<file path="src/sv/nfpa_ram.sv">
module nfpa_ram #(
  parameter int WIDTH = 8,
  parameter int DEPTH = 16,
  localparam int AW = (DEPTH > 1) ? $clog2(DEPTH) : 1
) (
  input  logic             clk,
  input  logic             wr_en,
  input  logic [AW-1:0]    wr_addr,
  input  logic [WIDTH-1:0] wr_data,
  input  logic             rd_en,
  input  logic [AW-1:0]    rd_addr,
  output logic [WIDTH-1:0] rd_data
);

  logic [WIDTH-1:0] mem [DEPTH];

  always_ff @(posedge clk) begin
    if (wr_en) begin
      mem[wr_addr] <= wr_data;
    end
    if (rd_en) begin
      rd_data <= mem[rd_addr];
    end
  end

endmodule

</file>
<file path="config.mk">
export PLATFORM = sky130hd
export DESIGN_NAME = nfpa_ram
export DESIGN_NICKNAME = d
export VERILOG_FILES = /design/src/sv/nfpa_ram.sv
export SDC_FILE = /design/constraint.sdc
export NUM_CORES = 1
export LEC_CHECK = 0
export BUFFER_PORTS_ARGS = -buffer_cell sky130_fd_sc_hd__buf_2
export CAP_MARGIN = 20
export CORE_UTILIZATION = 50
export DETAILED_ROUTE_END_ITERATION = 10
export GPL_ROUTABILITY_DRIVEN = 0
export PLACE_DENSITY = 0.7
export REMOVE_ABC_BUFFERS = 1
export SKIP_CTS_REPAIR_TIMING = 1
export SLEW_MARGIN = 20
export SYNTH_ARGS = -nofsm -noshare
export SYNTH_HDL_FRONTEND = slang
export SYNTH_SLANG_ARGS = --single-unit
</file>
<file path="constraint.sdc">
create_clock -name clk -period 1.8 [get_ports clk]
set_clock_uncertainty 0.2 [all_clocks]
set_input_delay 0.18 -clock clk [delete_from_list [all_inputs] [get_ports clk]]
set_output_delay 0.18 -clock clk [all_outputs]
set_load 0.05 [all_outputs]
</file>
# --- Word-level counts from Yosys, hierarchy flattened ---
# Memories as Yosys holds them, arrays and structs flattened. A register that Yosys moved wholly into a read port is not among the register bits.
# Cells that the tools add are included.
# Widths: inputs -> output; s select.
word_totals:
  ramBits: 128
  n_memories: 1
  ff_bits: 0
  output_inout_bits: 8
mem_list:
  columns: ["name", "words", "word_bits", "rd", "rd_clocked_by_memory_dff", "write_ports", "line", "rtl"]
  rows:
  - ["mem", 16, 8, 1, 1, 1, "15", "logic [WIDTH-1:0] mem [DEPTH];"]
classes:
  n_mux: 2
ops:
  columns: ["cell", "count"]
  rows:
  - ["$mux 1", 2]

# --- Longest topological paths before layout ---
# Gate-level depths: netlist of the first run.
depth:
  word_depth: 2
  mapped_depth: 5
  mapped_depth_nobuf: 3

# --- Worst setup path before layout of the first run ---
# OpenSTA, ideal clock, no wires.
synth_timing:
  path_kind: "input to register"
  from: "in wr_addr[2]"
  to: "mem mem[0][0], enable pin"
  path_slack_ns: -0.073
  stages: 2
  t_arrival_ns: 1.290
  cell_sequence: "or3b_2 nor3_1"
synth_rtl:
  columns: ["element", "line", "rtl"]
  rows:
  - ["from (decl)", "8", "input logic [AW-1:0] wr_addr,"]
  - ["to (decl)", "15", null]
# Straight into the memory's write port.

==> impl_metrics.yaml, run 1 <==
outcome:
  outcome: "finished, final reports clean"
timing:
  tightest_slew_ps: 724
  grt_setup_unrepaired: "no"
  hold_violations: 0
  setup_viol_count_final: 0
  timing.final.max_slew_violations: 0
  finalCritPeriodShare_pct: 93.2
  timing.max_slew.rel_slack_pct: 51.6
  finalHoldWorstSlack_ps: 29.9
  clock.fmax_ghz: 0.596
  fin_crit_ps: 1680
final_layout:
  finalInstanceArea_um2: 6340
  finish.cell_count_without_fillers: 444
  mostFrequentLayoutCells: "sky130_fd_sc_hd__edfxtp_1 (136), sky130_fd_sc_hd__buf_2 (26), sky130_fd_sc_hd__buf_4 (21), sky130_fd_sc_hd__mux4_2 (18)"
  layout.cells.most_common: "sky130_fd_sc_hd__edfxtp_1"
  fin_util_pct: 63.7
  drive_above_1_share_pct: 31.2
  number_of_nets_in_the_final_layout: 317
  flow.area_growth_from_synthesis_pct: 21.3
  antenna_cells_inserted: 0
critical_path:
  cp_data_arrival_time_ps: 1730
  crit-reg2reg-capture: "rd_data[0]"
  setup.worst_path.start_class: "flop"
  worstSetupEndpointType: "flop"
  timing.setup.critical_path_class: "flop to flop"
  crit-reg2reg-launch: "mem[5][0]"
  worstPathMaxFanout: 1
  critical_path_required_ps: 1850
  reg2reg_depth: 3
  timing.reg2reg.setup_slack_ps: 120
cts:
  clock-sinks: 136
  cts_buffers: 17
  insertion_delay_ps: 510
  htreeDepth: 4
  clkSlewWorstSetupHoldPaths_ps: 60
  cts_tree: "built"
  cts_buffer_depth: 2
  clk_root_buffer_cell: "sky130_fd_sc_hd__clkbuf_8"
power:
  share_of_total_power_in_sequential_cells_pct: 49.0
  power.internal_uw: 5830
  static_power_due_to_leakage_uw: 0.00217
  p_sw_uw: 1490
  power-per-cell-area_nw_per_um2: 1150
  power.switching_fraction_pct: 20.3
  part_of_the_total_power_dissipated_in_combinational_logic_pct: 5.6
  power.total_uw: 7320
  vdd_drop_max_mv: 0.515
  p_clk_share_pct: 45.4
placed_design:
  dp_hpwl_um: 6210
  placed_cells: 403
  port_buffers: 26
  placedInstanceArea_um2: 5680
synthesis:
  dominant_combinational_cell_family_by_area_after_synthesis: "multiplexers"
  synth_xor_xnor_area_share_pct: 0
  ys_seq_area_share_pct: 78.1
  yosysWarnings: 0
  post_synth_num_cell_types: 18
  post_synth_and_or_nand_nor_area_fraction_pct: 3.14
  synth.ff_latch_count: 136
  postSynthAreaPerCell_um2: 22.8
  synth.area.mux_share_pct: 14.8
  postSynthCellCount: 229
  area_of_the_mapped_netlist_um2: 5230
  synth-compound-area-share_pct: 2.30
  synth_fa_ha_area_share_pct: 0
die:
  die_h_um: 104
  start_util_pct: 52.5
  core_outline_area_um2: 9950
  ios: 27
  chipWidth_um: 104
  core.rowCount: 36
  floorplan.die_area_um2: 10900
min_path:
  min_path_type: "input port to flop"
  timing.hold.worst_path_depth: 3
  whs_endpoint: "mem[0][6]"
  holdCritStartpoint: "wr_addr[1]"
drt:
  drtAntennaViolNets: 0
  vias_per_inst: 5.67
  detail_route.first_pass.iterations: 4
  first_iter_violations: 175
  routed_vias: 2518
  drt-wirelength-per-cell_um: 22.2
  drcViolationCount: 0
  drt-total-wl_um: 9870
grt:
  via_count_of_the_first_global_routing_pass: 2539
  global_route_usage_over_all_layers_pct: 20.4
  global_route_wire_length_before_repair_um: 15200
  grt_start_max_net_pins: 19
  grt_overflow: 0
  grt_antenna_before_repair: 0
job:
  count_of_maximum_capacitance_violations: 0
==> state kept, by name, summed over array words and instances (netlist names) <==
signal / flops
mem: 128
rd_data: 8
==> logic make-up (layout without fill, tap and decap cells) <==
| family | Yosys count | after routing |
|---|---|---|
| buffers and inverters | 10 | 92 |
| muxes | 32 | 32 |
| and+or+nand+nor | 35 | 35 |
| DFF | 136 | 136 |
| AOI/OAI and AO/OA | 16 | 16 |
==> cell usage after synthesis (all sizes together) <==
cell           number  area (µm²)
buf                 7        56.3
nor2b               1        6.26
clkdlybuf4s25       3        30.0
and2b               1        7.51
or3b                1        8.76
nor2               13        48.8
edfxtp            136        4080
nand3b              2        15.0
a22oi              16         120
nand3               1        5.00
nor3                4        20.0
nand2               9        33.8
and2                1        6.26
mux4               32         773
nand2b              2        12.5
==> critical path, cell delays in order, from the launching register on <==
cell and delay, ps:
sky130_fd_sc_hd__edfxtp_1 360, sky130_fd_sc_hd__mux4_1 590, sky130_fd_sc_hd__a22oi_1 190, sky130_fd_sc_hd__nand2_1 80
==> metal layers <==
metal  wire length, µm  track usage (%)  up-vias
met4                65             5.10        0
met2              4900             31.1      102
met3               851             8.08        7
met5                 0                0        -
li1                  -                -     1122
met1              4050             27.6     1287
==> layout make-up <==
| cell class | count | area [µm²] |
|---|---|---|
| clock buffer | 19 | 422 |
| clock inverter | 13 | 155 |
| fill | 653 | 3610 |
| multi-input combinational | 83 | 1060 |
| sequential | 136 | 4080 |
| tap | 133 | 166 |
| timing repair buffer | 60 | 458 |
==> worst max path at each step <==
stage,from,cells after the start,slack (ps),endpoint
after floorplan,wr_addr[2],2,-70,mem[0][0]
after global placement,rd_addr[0],5,-130,rd_data[0]
after detailed placement,rd_addr[0],6,-140,rd_data[3]
after CTS,mem[6][4],3,100,rd_data[4]
after global routing,mem[5][0],3,50,rd_data[0]
final,mem[5][0],3,120,rd_data[0]
==> through the flow <==
stage / setup slack, ps / setup TNS (ps)
2_1_floorplan: -72.9 / -583
3_3_place_gp: -131 / -743
3_5_place_dp: -138 / -798
4_1_cts: 96.7 / 0
5_1_grt: 50.5 / 0
6_report: 123 / 0
==> power groups by stage <==
stage | clock network, µW | registers, µW | logic, µW
global placement | 0 | 3650 | 392
CTS | 3390 | 3590 | 401
global route | 3530 | 3590 | 439
floorplan | 0 | 3700 | 142
detailed placement | 0 | 3650 | 400
finish | 3320 | 3590 | 410
Note: power is estimated with default switching activity, not from simulation.
==> run 2: changes to the inputs <==
clock period = 1.53 ns   (was 1.8 ns; I/O delays follow)
==> run 2 against run 1 <==
  * The run now ends with negative setup slack left
  * Global-route usage increased by 0.24 points
  * Clock power increased by 12%
  * Cell count unchanged
  * Wire length increased by 3.6%
  * First-iteration DRC count decreased by 2.3%
  * Critical path depth unchanged
  * Worst setup slack got worse by 230 ps
  * Power increased by 15%
  * Cell area about the same
  * Non-clock buffer count increased by 2
  * Largest cell class unchanged
  * Register-to-register slack got worse by 230 ps
  * Utilization increased by 0.050 points
==> impl_metrics.yaml, run 2 (synthesized netlist as in run 1, its figures left out) <==
final_layout:
  drive_above_1_share_pct: 38.3
  number_of_nets_in_the_final_layout: 319
  largest_register: "mem"
  largestRegisters: "mem (128), rd_data (8)"
  largest_reg_flops: 128
  flow.area_growth_from_synthesis_pct: 21.4
  finish.cell_count_without_fillers: 444
  layout.cells.most_common: "sky130_fd_sc_hd__edfxtp_1"
  antenna_cells_inserted: 0
  mostFrequentLayoutCells: "sky130_fd_sc_hd__edfxtp_1 (136), sky130_fd_sc_hd__mux4_2 (28), sky130_fd_sc_hd__buf_4 (25), sky130_fd_sc_hd__buf_2 (23), sky130_fd_sc_hd__clkbuf_16 (16)"
  fin_util_pct: 63.8
  fill_cell_count: 674
grt:
  global_route_usage_over_all_layers_pct: 20.6
  grt_start_max_net_pins: 19
  grt_overflow: 0
  global_route_wire_length_before_repair_um: 15500
  via_count_of_the_first_global_routing_pass: 2637
  grt_antenna_before_repair: 0
cts:
  clock-sinks: 136
  cts_tree: "built"
  insertion_delay_ps: 510
  clk_root_buffer_cell: "sky130_fd_sc_hd__clkbuf_8"
  cts_buffers: 17
  clkSlewWorstSetupHoldPaths_ps: 60
  cts_buffer_depth: 2
  htreeDepth: 4
power:
  power-per-cell-area_nw_per_um2: 1330
  power.total_uw: 8450
  vdd_drop_max_mv: 0.566
  static_power_due_to_leakage_uw: 0.00211
die:
  chipWidth_um: 104
  floorplan.die_area_um2: 10900
  start_util_pct: 52.5
  ios: 27
  core.rowCount: 36
  core_outline_area_um2: 9950
  die_h_um: 104
critical_path:
  cp_data_arrival_time_ps: 1690
  worstPathMaxFanout: 1
  timing.setup.critical_path_class: "flop to flop"
  setup.worst_path.start_class: "flop"
  critical_path_required_ps: 1580
  worstSetupEndpointType: "flop"
timing:
  clock.fmax_ghz: 0.612
  timing.max_slew.rel_slack_pct: 41.0
  finalHoldWorstSlack_ps: 2.99
  hold_violations: 0
  tightest_slew_ps: 884
  post-route-worst-setup-slack_ps: -105
  timing.final.max_slew_violations: 0
  fin_crit_ps: 1640
  setup_viol_count_final: 8
  grt_setup_unrepaired: "yes"
  finalCritPeriodShare_pct: 107
drt:
  dr_wl_met2_um: 5220
  drt-total-wl_um: 10200
  drtAntennaViolNets: 0
  routed_vias: 2574
  detail_route.first_pass.iterations: 4
  drt-wirelength-per-cell_um: 23.0
  drcViolationCount: 0
  met1_length_um: 4020
  top_layer: "met4"
  vias_per_inst: 5.80
  route.met3.wl_um: 872
  first_iter_violations: 171
outcome:
  outcome: "complete, but fails checks"
  violations_in_the_final_reports: "negative setup slack"
job:
  count_of_maximum_capacitance_violations: 0
placed_design:
  placed_cells: 405
  dp_hpwl_um: 6470
  pre_cts_ws_ps: -386
  port_buffers: 26
min_path:
  min_path_type: "input port to flop"
-- run 2: path summary, 6_finish.rpt --
| path | start | endpoint | slack, ps | depth (start not counted) |
|---|---|---|---|---|
| worst max-delay path | mem[11][7] | rd_data[7] | -110 | 3 |
| worst min-delay path | wr_addr[1] | mem[12][3] | 3 | 3 |
| worst max register to register | mem[11][7] | rd_data[7] | -110 | 3 |
| worst min register to register | mem[12][5] | rd_data[5] | 560 | 3 |
-- run 2: where the power goes --
group | internal, µW | switching [µW] | leakage, µW | total [µW]
sequential | 4200 | 26.1 | 0.00124 | 4230
clock | 2280 | 1430 | 0.000245 | 3710
combinational | 215 | 302 | 0.000633 | 516
-- run 2: layout make-up --
class,instances,area [µm²],share of cell area (%)
clock buffers,17,414,6.52
clock inverters,13,134,2.11
multi-input cells,83,1060,16.8
flip-flops and latches,136,4080,64.3
well taps,133,166,2.62
repair buffers,62,484,7.63
-- run 2: stage by stage --
step / TNS (ps) / instance area, µm²
floorplan: -4580 / 5140
global placement: -5070 / 5690
detailed placement: -5810 / 5690
CTS: -1080 / 6240
global route: -728 / 6350
finish: -424 / 6350
-- run 2: metal layers --
metal / track usage (%) / vias to the layer above
li1: - / 1109
met1: 27.0 / 1329
met2: 33.5 / 128
met3: 6.02 / 8
met4: 6.43 / 0
met5: 0 / -
-- run 2: critical path, cell delays in order (launching register included) --
cell and delay, ps:
sky130_fd_sc_hd__edfxtp_1 360, sky130_fd_sc_hd__mux4_2 490, sky130_fd_sc_hd__a22oi_2 250, sky130_fd_sc_hd__nand2_1 80
