`src/sv/nfpa_pkg.sv`:
```
package nfpa_pkg;

  // Table geometry: one RAM row holds this many pages
  localparam int LANES  = 32;
  localparam int LANE_W = 5;

  // Field and register widths
  localparam int PAGE_W    = 12;
  localparam int SCAN_W    = 13;
  localparam int ROW_W     = SCAN_W - LANE_W;
  localparam int SCAN_MAX  = (1 << SCAN_W) - 1;
  localparam int CFG_W     = 13;
  localparam int CFG_IDX_W = 1;

  // Default table size
  localparam int NUM_PAGES_DEF = 4096;

  // Register reset values
  localparam logic [SCAN_W-1:0] PAGE_COUNT_RST = 13'd4096;
  localparam logic [PAGE_W-1:0] USER_LOW_RST   = 12'd0;

  // Register indexes
  localparam logic [CFG_IDX_W-1:0] CFG_PAGE_COUNT = 1'd0;
  localparam logic [CFG_IDX_W-1:0] CFG_USER_LOW   = 1'd1;

  // Request codes
  localparam logic [1:0] REQ_ALLOC = 2'd0;
  localparam logic [1:0] REQ_FREE  = 2'd1;
  localparam logic [1:0] REQ_MARK  = 2'd2;

  // Row scan control: which lanes of the row lie inside the search range
  typedef struct packed {
    logic              first;
    logic              last;
    logic [LANE_W-1:0] lo_lane;
    logic [LANE_W-1:0] hi_lane;
  } scan_ctl_t;

  // Row scan result: lowest free usable lane in range
  typedef struct packed {
    logic              hit;
    logic [LANE_W-1:0] lane;
  } scan_res_t;

endpackage

```
`src/sv/nfpa_row_scan.sv`:
```
module nfpa_row_scan import nfpa_pkg::*; (
  input  logic [LANES-1:0] usable,
  input  logic [LANES-1:0] alloc,
  input  scan_ctl_t        ctl,
  output scan_res_t        res
);

  logic [LANES-1:0] lo_mask;
  logic [LANES-1:0] hi_mask;
  logic [LANES-1:0] cand;
  logic [LANE_W-1:0] lane;

  // Trim the row to the search range at its ends
  assign lo_mask = ctl.first ? ({LANES{1'b1}} << ctl.lo_lane) : {LANES{1'b1}};
  assign hi_mask = ctl.last ? ({LANES{1'b1}} >> (LANE_W'(LANES - 1) - ctl.hi_lane))
                            : {LANES{1'b1}};
  assign cand    = usable & ~alloc & lo_mask & hi_mask;

  // Lowest candidate lane wins
  always_comb begin
    lane = '0;
    for (int i = LANES - 1; i >= 0; i--) begin
      if (cand[i]) begin
        lane = LANE_W'(i);
      end
    end
  end

  assign res.hit  = |cand;
  assign res.lane = lane;

endmodule

```
`config.mk`:
```
export PLATFORM = sky130hd
export DESIGN_NAME = nfpa_row_scan
export DESIGN_NICKNAME = d
export VERILOG_FILES = /design/src/sv/nfpa_pkg.sv /design/src/sv/nfpa_row_scan.sv
export SDC_FILE = /design/constraint.sdc
export NUM_CORES = 1
export LEC_CHECK = 0
export BUFFER_PORTS_ARGS = -buffer_cell sky130_fd_sc_hd__buf_2
export CORE_UTILIZATION = 47
export DETAILED_ROUTE_END_ITERATION = 10
export GPL_TIMING_DRIVEN = 0
export PLACE_DENSITY_LB_ADDON = 0.2
export REMOVE_ABC_BUFFERS = 1
export SLEW_MARGIN = 25
export SYNTH_ARGS = -nofsm -noshare
export SYNTH_HDL_FRONTEND = slang
export SYNTH_SLANG_ARGS = --single-unit
```
`constraint.sdc`:
```
create_clock -name vclk -period 2.45
set_input_delay 0.245 -clock vclk [all_inputs]
set_output_delay 0.245 -clock vclk [all_outputs]
set_load 0.03 [all_outputs]
```
* After elaboration in Yosys (flattened, before gate mapping)
Cells that the tools add are included.
** Operators by class
- Bitwise operators :: 4
- Multiply operators :: 0
- Mux-type cells :: 34
- $add $sub $neg :: 1
- Shifts and indexed selects :: 2
- Div/mod/pow operators :: 0
- Reductions and logical operators :: 1
- Eq/ne operators :: 0
- Order comparisons :: 0
** Operator list (count)
- $mux W5 :: 32
- $and A32 B32 Y32 :: 3
- $mux W32 :: 2
- $not A32 Y32 :: 1
- $reduce_or A32 Y1 :: 1
- $shl A32 B5 Y32 const A :: 1
- $shr A32 B5 Y32 const A :: 1
- $sub A5 B5 Y5 const A :: 1
** Word-level totals
- Bits in read-only memories :: 0
- Output and inout bits :: 6
- RAM bits :: 0
- Word-level logic and storage cells :: 42
- Bits in registers :: 0
- Memories kept :: 0
- Bits in latches :: 0

* Longest topological paths before layout
Gate-level depths: netlist of run 1.
- Depth after elaboration :: 36
- Gate-level depth with buffers :: 9
- Depth with buffers taken out :: 7

* Least setup slack after synthesis of run 1
No wires, ideal clock.
- Kind :: input port to output port
- From :: in ctl[0] (netlist bit)
- To :: out res[2] (netlist bit)
- Path slack :: -189 ps
- Stages on the path :: 8
- Buffers on the path :: 1
- Arrival time :: 2394 ps
- Required time :: 2205 ps
- Path through :: buf_2 or3_4 o221ai_1 a21oi_1 or3_1 a21oi_1 o21ai_1 a211oi_1
** RTL lines
- start, declared :: line nfpa_row_scan.sv:4 : input scan_ctl_t ctl,
- end, declared :: line nfpa_row_scan.sv:5 : output scan_res_t res

==> results.yml, run 1 <==
critical_path:
  cp_num_cells: 9
  crit_required_ns: 2.20
  cp_slowest_cell: "or4b_1"
  cpLargestDelayFamily: "simple AND/OR/NAND/NOR gates"
  cp-end-kind: "output port"
  startpoint_type: "input pin"
  critical_path_arrival_ns: 2.21
  path_max_fanout: 15
  path_common_cell: "buf_4"
  critPathBufInv: 2
  critPathKind: "in -> out"
  slowest_delay_ns: 0.54
  crit_path_cell_trace: "buf_4, or4b_1, o2111ai_2, o21ai_0, or2_1, a21oi_1, o21ai_1, a211oi_1, buf_4"
timing:
  relSlewSlack_pct: 69.01
  hold_viol: 0
  fin_crit_ns: 2.450
  maxSlewViolCount: 0
  setup_viol: 1
  setup_ws_ns: -0.0002298
  finalSetupTns_ns: -0.0002298
  fin_crit_sh_pct: 100.0
  hold_ws_ns: 0.9732
  worst_pin_slew_ns: 0.4590
  max_freq_ghz: 0.4081
  rsz0062_at_grt: "true"
route:
  dr.pass1.iters: 5
  via_count: 2128
  ant_nets: 0
  wl_per_cell_um: 16.46
  vias_per_cell: 6.448
  drc: 0
  wirelength_um: 5433
  drtIter0Drc: 138
floorplanning:
  core_area_mm2: 0.002781
  io_pins: 82
  die_area_mm2: 0.003207
  row_count: 19
  start_util_pct: 50.43
  die_height_um: 56.63
  dieWidth_um: 56.63
finish:
  n_antenna_cell: 0
  nFlopsAndLatches: 0
  finalInstanceArea_mm2: 0.002101
  area_growth_pct: 49.78
  regArea_um2: 0
  clock_buffers: 0
  drive_above_1_share_pct: 42.14
  fin_nets: 377
logic_synthesis:
  syn-instance-count: 223
  synth_top_cell_by_area: "a21oi_1"
  netlist_top_cells_area: "a21oi_1 (7.1%), nand2b_1 (6.7%), nand2_1 (5.9%), o21ai_0 (5.7%), nor2b_1 (4.0%)"
  synth.avg_cell_area_um2: 6.290
  yosysTopAreaCellShare_pct: 7.136
  ys_types: 59
  netlist_area_mm2: 0.001403
  ys_warn_count: 0
  seq_area_frac_synth_pct: 0
worst_hold_path:
  hp-class: "in -> out"
  worstHoldPathCells: 5
place:
  io_buffers: 82
  place_area_mm2: 0.001774
  dp_hpwl_um: 3817
  gp_congestion: 0.9251
global_routing:
  track_usage_pct: 31.44
  antenna_found_initial: 0
  grt_max_degree: 19
  grt_overflow_total: 0
  grt_pass1_vias: 1916
  grt_first_pass_wirelength_um: 8231
power_and_ir_drop:
  p_leak_uw: 0.0009460
  total_power_uw: 435.5
  peakVddDrop_mv: 0.1793
  power_density_mw_per_mm2: 207.3
job:
  maxCapViolCount: 0
status:
  status: "complete, but fails checks"
  violations: "setup timing"
## layout make-up
cell class / instances / area [µm²]
tap: 31 / 38.79
multi-input combinational: 194 / 1438
inverter: 14 / 52.55
fill: 216 / 680.7
timing repair buffer: 91 / 571.8
## routing by layer
layer  vias up  GRT usage, %  wire length (µm)  part of all wire [%]
met5         -             0                 0                     0
met4         0         3.833               127                   2.3
met3        15         4.147               603                    11
met2       148         57.65              2553                    47
met1       955         39.67              2148                    40
li1       1010             -                 -                     -
## tightest hold or removal path, stage by stage
cell and delay [ns]:
buf_2 0.07, nand3b_1 0.08, o21ai_0 0.11, a211oi_2 0.06
buf_4 0.16
## worst paths after layout
check | start | end | slack, ns
worst max-delay path | ctl[1] | res[2] | -0.0002
worst min-delay path | usable[0] | res[0] | 0.97
## layout by cell type, fill, tap and decap left out, types with 3 or more instances in the layout
master / count
a2111o_1: 3
a2111oi_2: 3
a21oi_1: 19
and3_1: 3
buf_2: 69
buf_4: 12
buf_6: 5
inv_1: 14
nand2_1: 21
nand2b_1: 14
nand3_1: 3
nand3b_1: 6
nand4_1: 3
nor2_1: 12
nor2b_1: 6
nor3b_1: 6
o2111ai_1: 3
o2111ai_2: 3
o21a_1: 4
o21ai_0: 14
o31ai_1: 5
or2_2: 3
or3_4: 3
## what timing repair did
| action | CTS | global route |
|---|---|---|
| cloned | 0 | 1 |
| hold buffers | 0 | 0 |
| buffers inserted | 3 | 5 |
| pin swaps | 4 | 11 |
| setup endpoints to repair | 4 | 6 |
| gates resized for setup | 24 | 38 |
## power by group
part	total [µW]	switching [µW]	internal, µW	leakage (µW)
Sequential	0	0	0	0
Clock	0	0	0	0
Combinational	435	236	200	0.000946
## kinds of logic (layout without fill, tap and decap cells)
group | Yosys count | in the layout | synth area share (%)
buf+inv | 29 | 105 | 9.277
simple gates | 102 | 102 | 43.17
compound gates | 92 | 92 | 47.55
## stage by stage
step | setup WS (ns) | utilization, % | cells
floorplan | -0.07507 | - | 208
global placement | -0.3470 | 63.79 | 321
detailed placement | -0.3564 | 63.79 | 321
CTS | 0.0007712 | 67.75 | 324
global route | -0.05758 | 75.53 | 330
finish | -0.0002298 | 75.53 | 330
## synthesized netlist by cell type (2+ instances only)
master,count
or2_1,2
inv_1,14
a21oi_1,20
o311a_1,2
nor3b_1,7
and2_1,2
and3_1,3
o311ai_0,2
clkbuf_1,3
nand2_1,22
nand3_1,3
nand3b_1,6
nor2_1,13
nand2b_1,15
buf_2,11
a221o_1,2
and4b_1,2
a211oi_1,4
o31ai_1,5
o21ai_0,16
a221oi_1,3
a21boi_0,2
nand4_1,3
or2_2,3
a2111o_1,3
nor2b_1,9
a311oi_1,2
or3_4,2
a21o_1,2
a311o_1,2
or3_1,2
o21a_1,4
o2111ai_1,6
Power figures use the tool's default switching activity.
==> run 2: changes to the inputs <==
==> constraint.sdc (replaced) <==
create_clock -name vclk -period 2.45
set_input_delay 0 -clock vclk [all_inputs]
set_output_delay 0 -clock vclk [all_outputs]
set_load 0.03 [all_outputs]
==> results.yml, run 2 (same netlist as run 1, synthesis figures left out) <==
status:
  status: "completed"
route:
  wirelength_um: 4891
  drtIter0Drc: 137
  wl_per_cell_um: 15.24
  dr.pass1.iters: 5
  via_count: 2002
  drc: 0
  ant_nets: 0
  vias_per_cell: 6.237
power_and_ir_drop:
  p_leak_uw: 0.0008216
  power_density_mw_per_mm2: 201.4
  peakVddDrop_mv: 0.1450
  switchingPower_uw: 206.4
  swShare_pct: 57.70
  share_comb_of_total_power_pct: 100.0
  p_seq_share_pct: 0
  p_int_uw: 151.3
  clkPwrFrac_pct: 0
global_routing:
  grt_overflow_total: 0
  grt_max_degree: 19
  antenna_found_initial: 0
  grt_pass1_vias: 1856
  grt_first_pass_wirelength_um: 7948
  track_usage_pct: 30.15
timing:
  fin_crit_ns: 2.202
  worst_pin_slew_ns: 0.5342
  fin_crit_sh_pct: 89.88
  finalSetupTns_ns: 0
  hold_ws_ns: 0.4780
  hold_viol: 0
  max_freq_ghz: 0.4541
  setup_viol: 0
  maxSlewViolCount: 0
  relSlewSlack_pct: 63.47
  rsz0062_at_grt: "false"
place:
  dp_hpwl_um: 3817
  gp_congestion: 0.9251
  io_buffers: 82
critical_path:
  crit_path_start: "ctl[4]"
  critical_path_arrival_ns: 2.20
  path_common_cell: "buf_2"
  cp_slowest_cell: "a2111oi_2"
  crit_required_ns: 2.45
  critPathBufInv: 2
  startpoint_type: "input pin"
  path_max_fanout: 12
  slowest_delay_ns: 0.36
  cpLargestDelayFamily: "compound AO/OA/AOI/OAI gates"
  critPathKind: "in -> out"
  cp-endpoint: "res[0]"
  crit_path_cell_trace: "buf_2, nand2b_2, o2111ai_1, a21boi_1, a221o_1, a2111oi_2, o211a_1, a211oi_1, buf_2"
  cp-end-kind: "output port"
  cp_num_cells: 9
job:
  maxCapViolCount: 0
finish:
  layout_common_cells: "buf_2 (82), nand2_1 (22), a21oi_1 (20)"
  fillers: 275
  clock_buffers: 0
  area_growth_pct: 26.67
  regArea_um2: 0
  layout_commonest_cell: "buf_2"
  final_util_pct: 63.88
  n_antenna_cell: 0
  drive_above_1_share_pct: 32.07
  fin_nets: 368
  nFlopsAndLatches: 0
floorplanning:
  die_height_um: 56.63
  die_area_mm2: 0.003207
  io_pins: 82
  dieWidth_um: 56.63
  start_util_pct: 50.43
  row_count: 19
  core_area_mm2: 0.002781
worst_hold_path:
  hp-class: "in -> out"
-- run 2: changes by cell type in the layout (fill, tap and decap cells not counted), sizes merged --
| cell | before | now |
|---|---|---|
| buf | 88 | 82 |
| clkbuf | 3 | 0 |
-- run 2: power groups by stage --
stage,Combinational [µW],Clock (µW),Sequential (µW)
after global placement,346,0,0
after floorplan,210,0,0
after detailed placement,349,0,0
after global routing,389,0,0
after CTS,351,0,0
final,358,0,0
-- run 2: metrics by stage --
step                      setup slack, ns  std cells  cell area (µm²)  total power, µW
after floorplan                    0.4149        208             1325            209.8
after global placement             0.1430        321             1774            346.5
after detailed placement           0.1336        321             1774            348.8
after CTS                          0.1262        321             1774            350.6
after global routing               0.1513        321             1777            389.2
final                              0.2479        321             1777            357.8
-- run 2: final cells by class --
cell class         count  area (µm²)  share of cell area, %
multi-input cells    194        1275                  71.76
repair buffers        82       410.4                  23.10
inverters             14       52.55                  2.958
well taps             31       38.79                  2.183
-- run 2: how the worst min path moves through the flow --
stage | from | end | slack (ns) | cells after the start
6_report | usable[0] | res[0] | 0.48 | 5
2_1_floorplan | usable[0] | res[0] | 0.27 | 3
3_3_place_gp | usable[0] | res[0] | 0.48 | 5
3_5_place_dp | usable[0] | res[0] | 0.48 | 5
4_1_cts | usable[0] | res[0] | 0.48 | 5
5_1_grt | usable[0] | res[0] | 0.49 | 5
-- run 2: timing repair --
| item | 4_1_cts | 5_1_grt |
|---|---|---|
| buffers inserted | 0 | 0 |
| hold endpoints to repair | 0 | 0 |
| resized for setup | 0 | 1 |
| setup endpoints to repair | 0 | 1 |
| hold buffers | 0 | 0 |
-- run 2: routing by layer --
metal | vias to the layer above | GRT usage (%) | part of all wire (%)
li1 | 1000 | - | -
met1 | 863 | 40.08 | 41
met2 | 133 | 55.13 | 47
met3 | 6 | 1.613 | 11
met4 | 0 | 2.439 | 1.1
met5 | - | 0 | 0
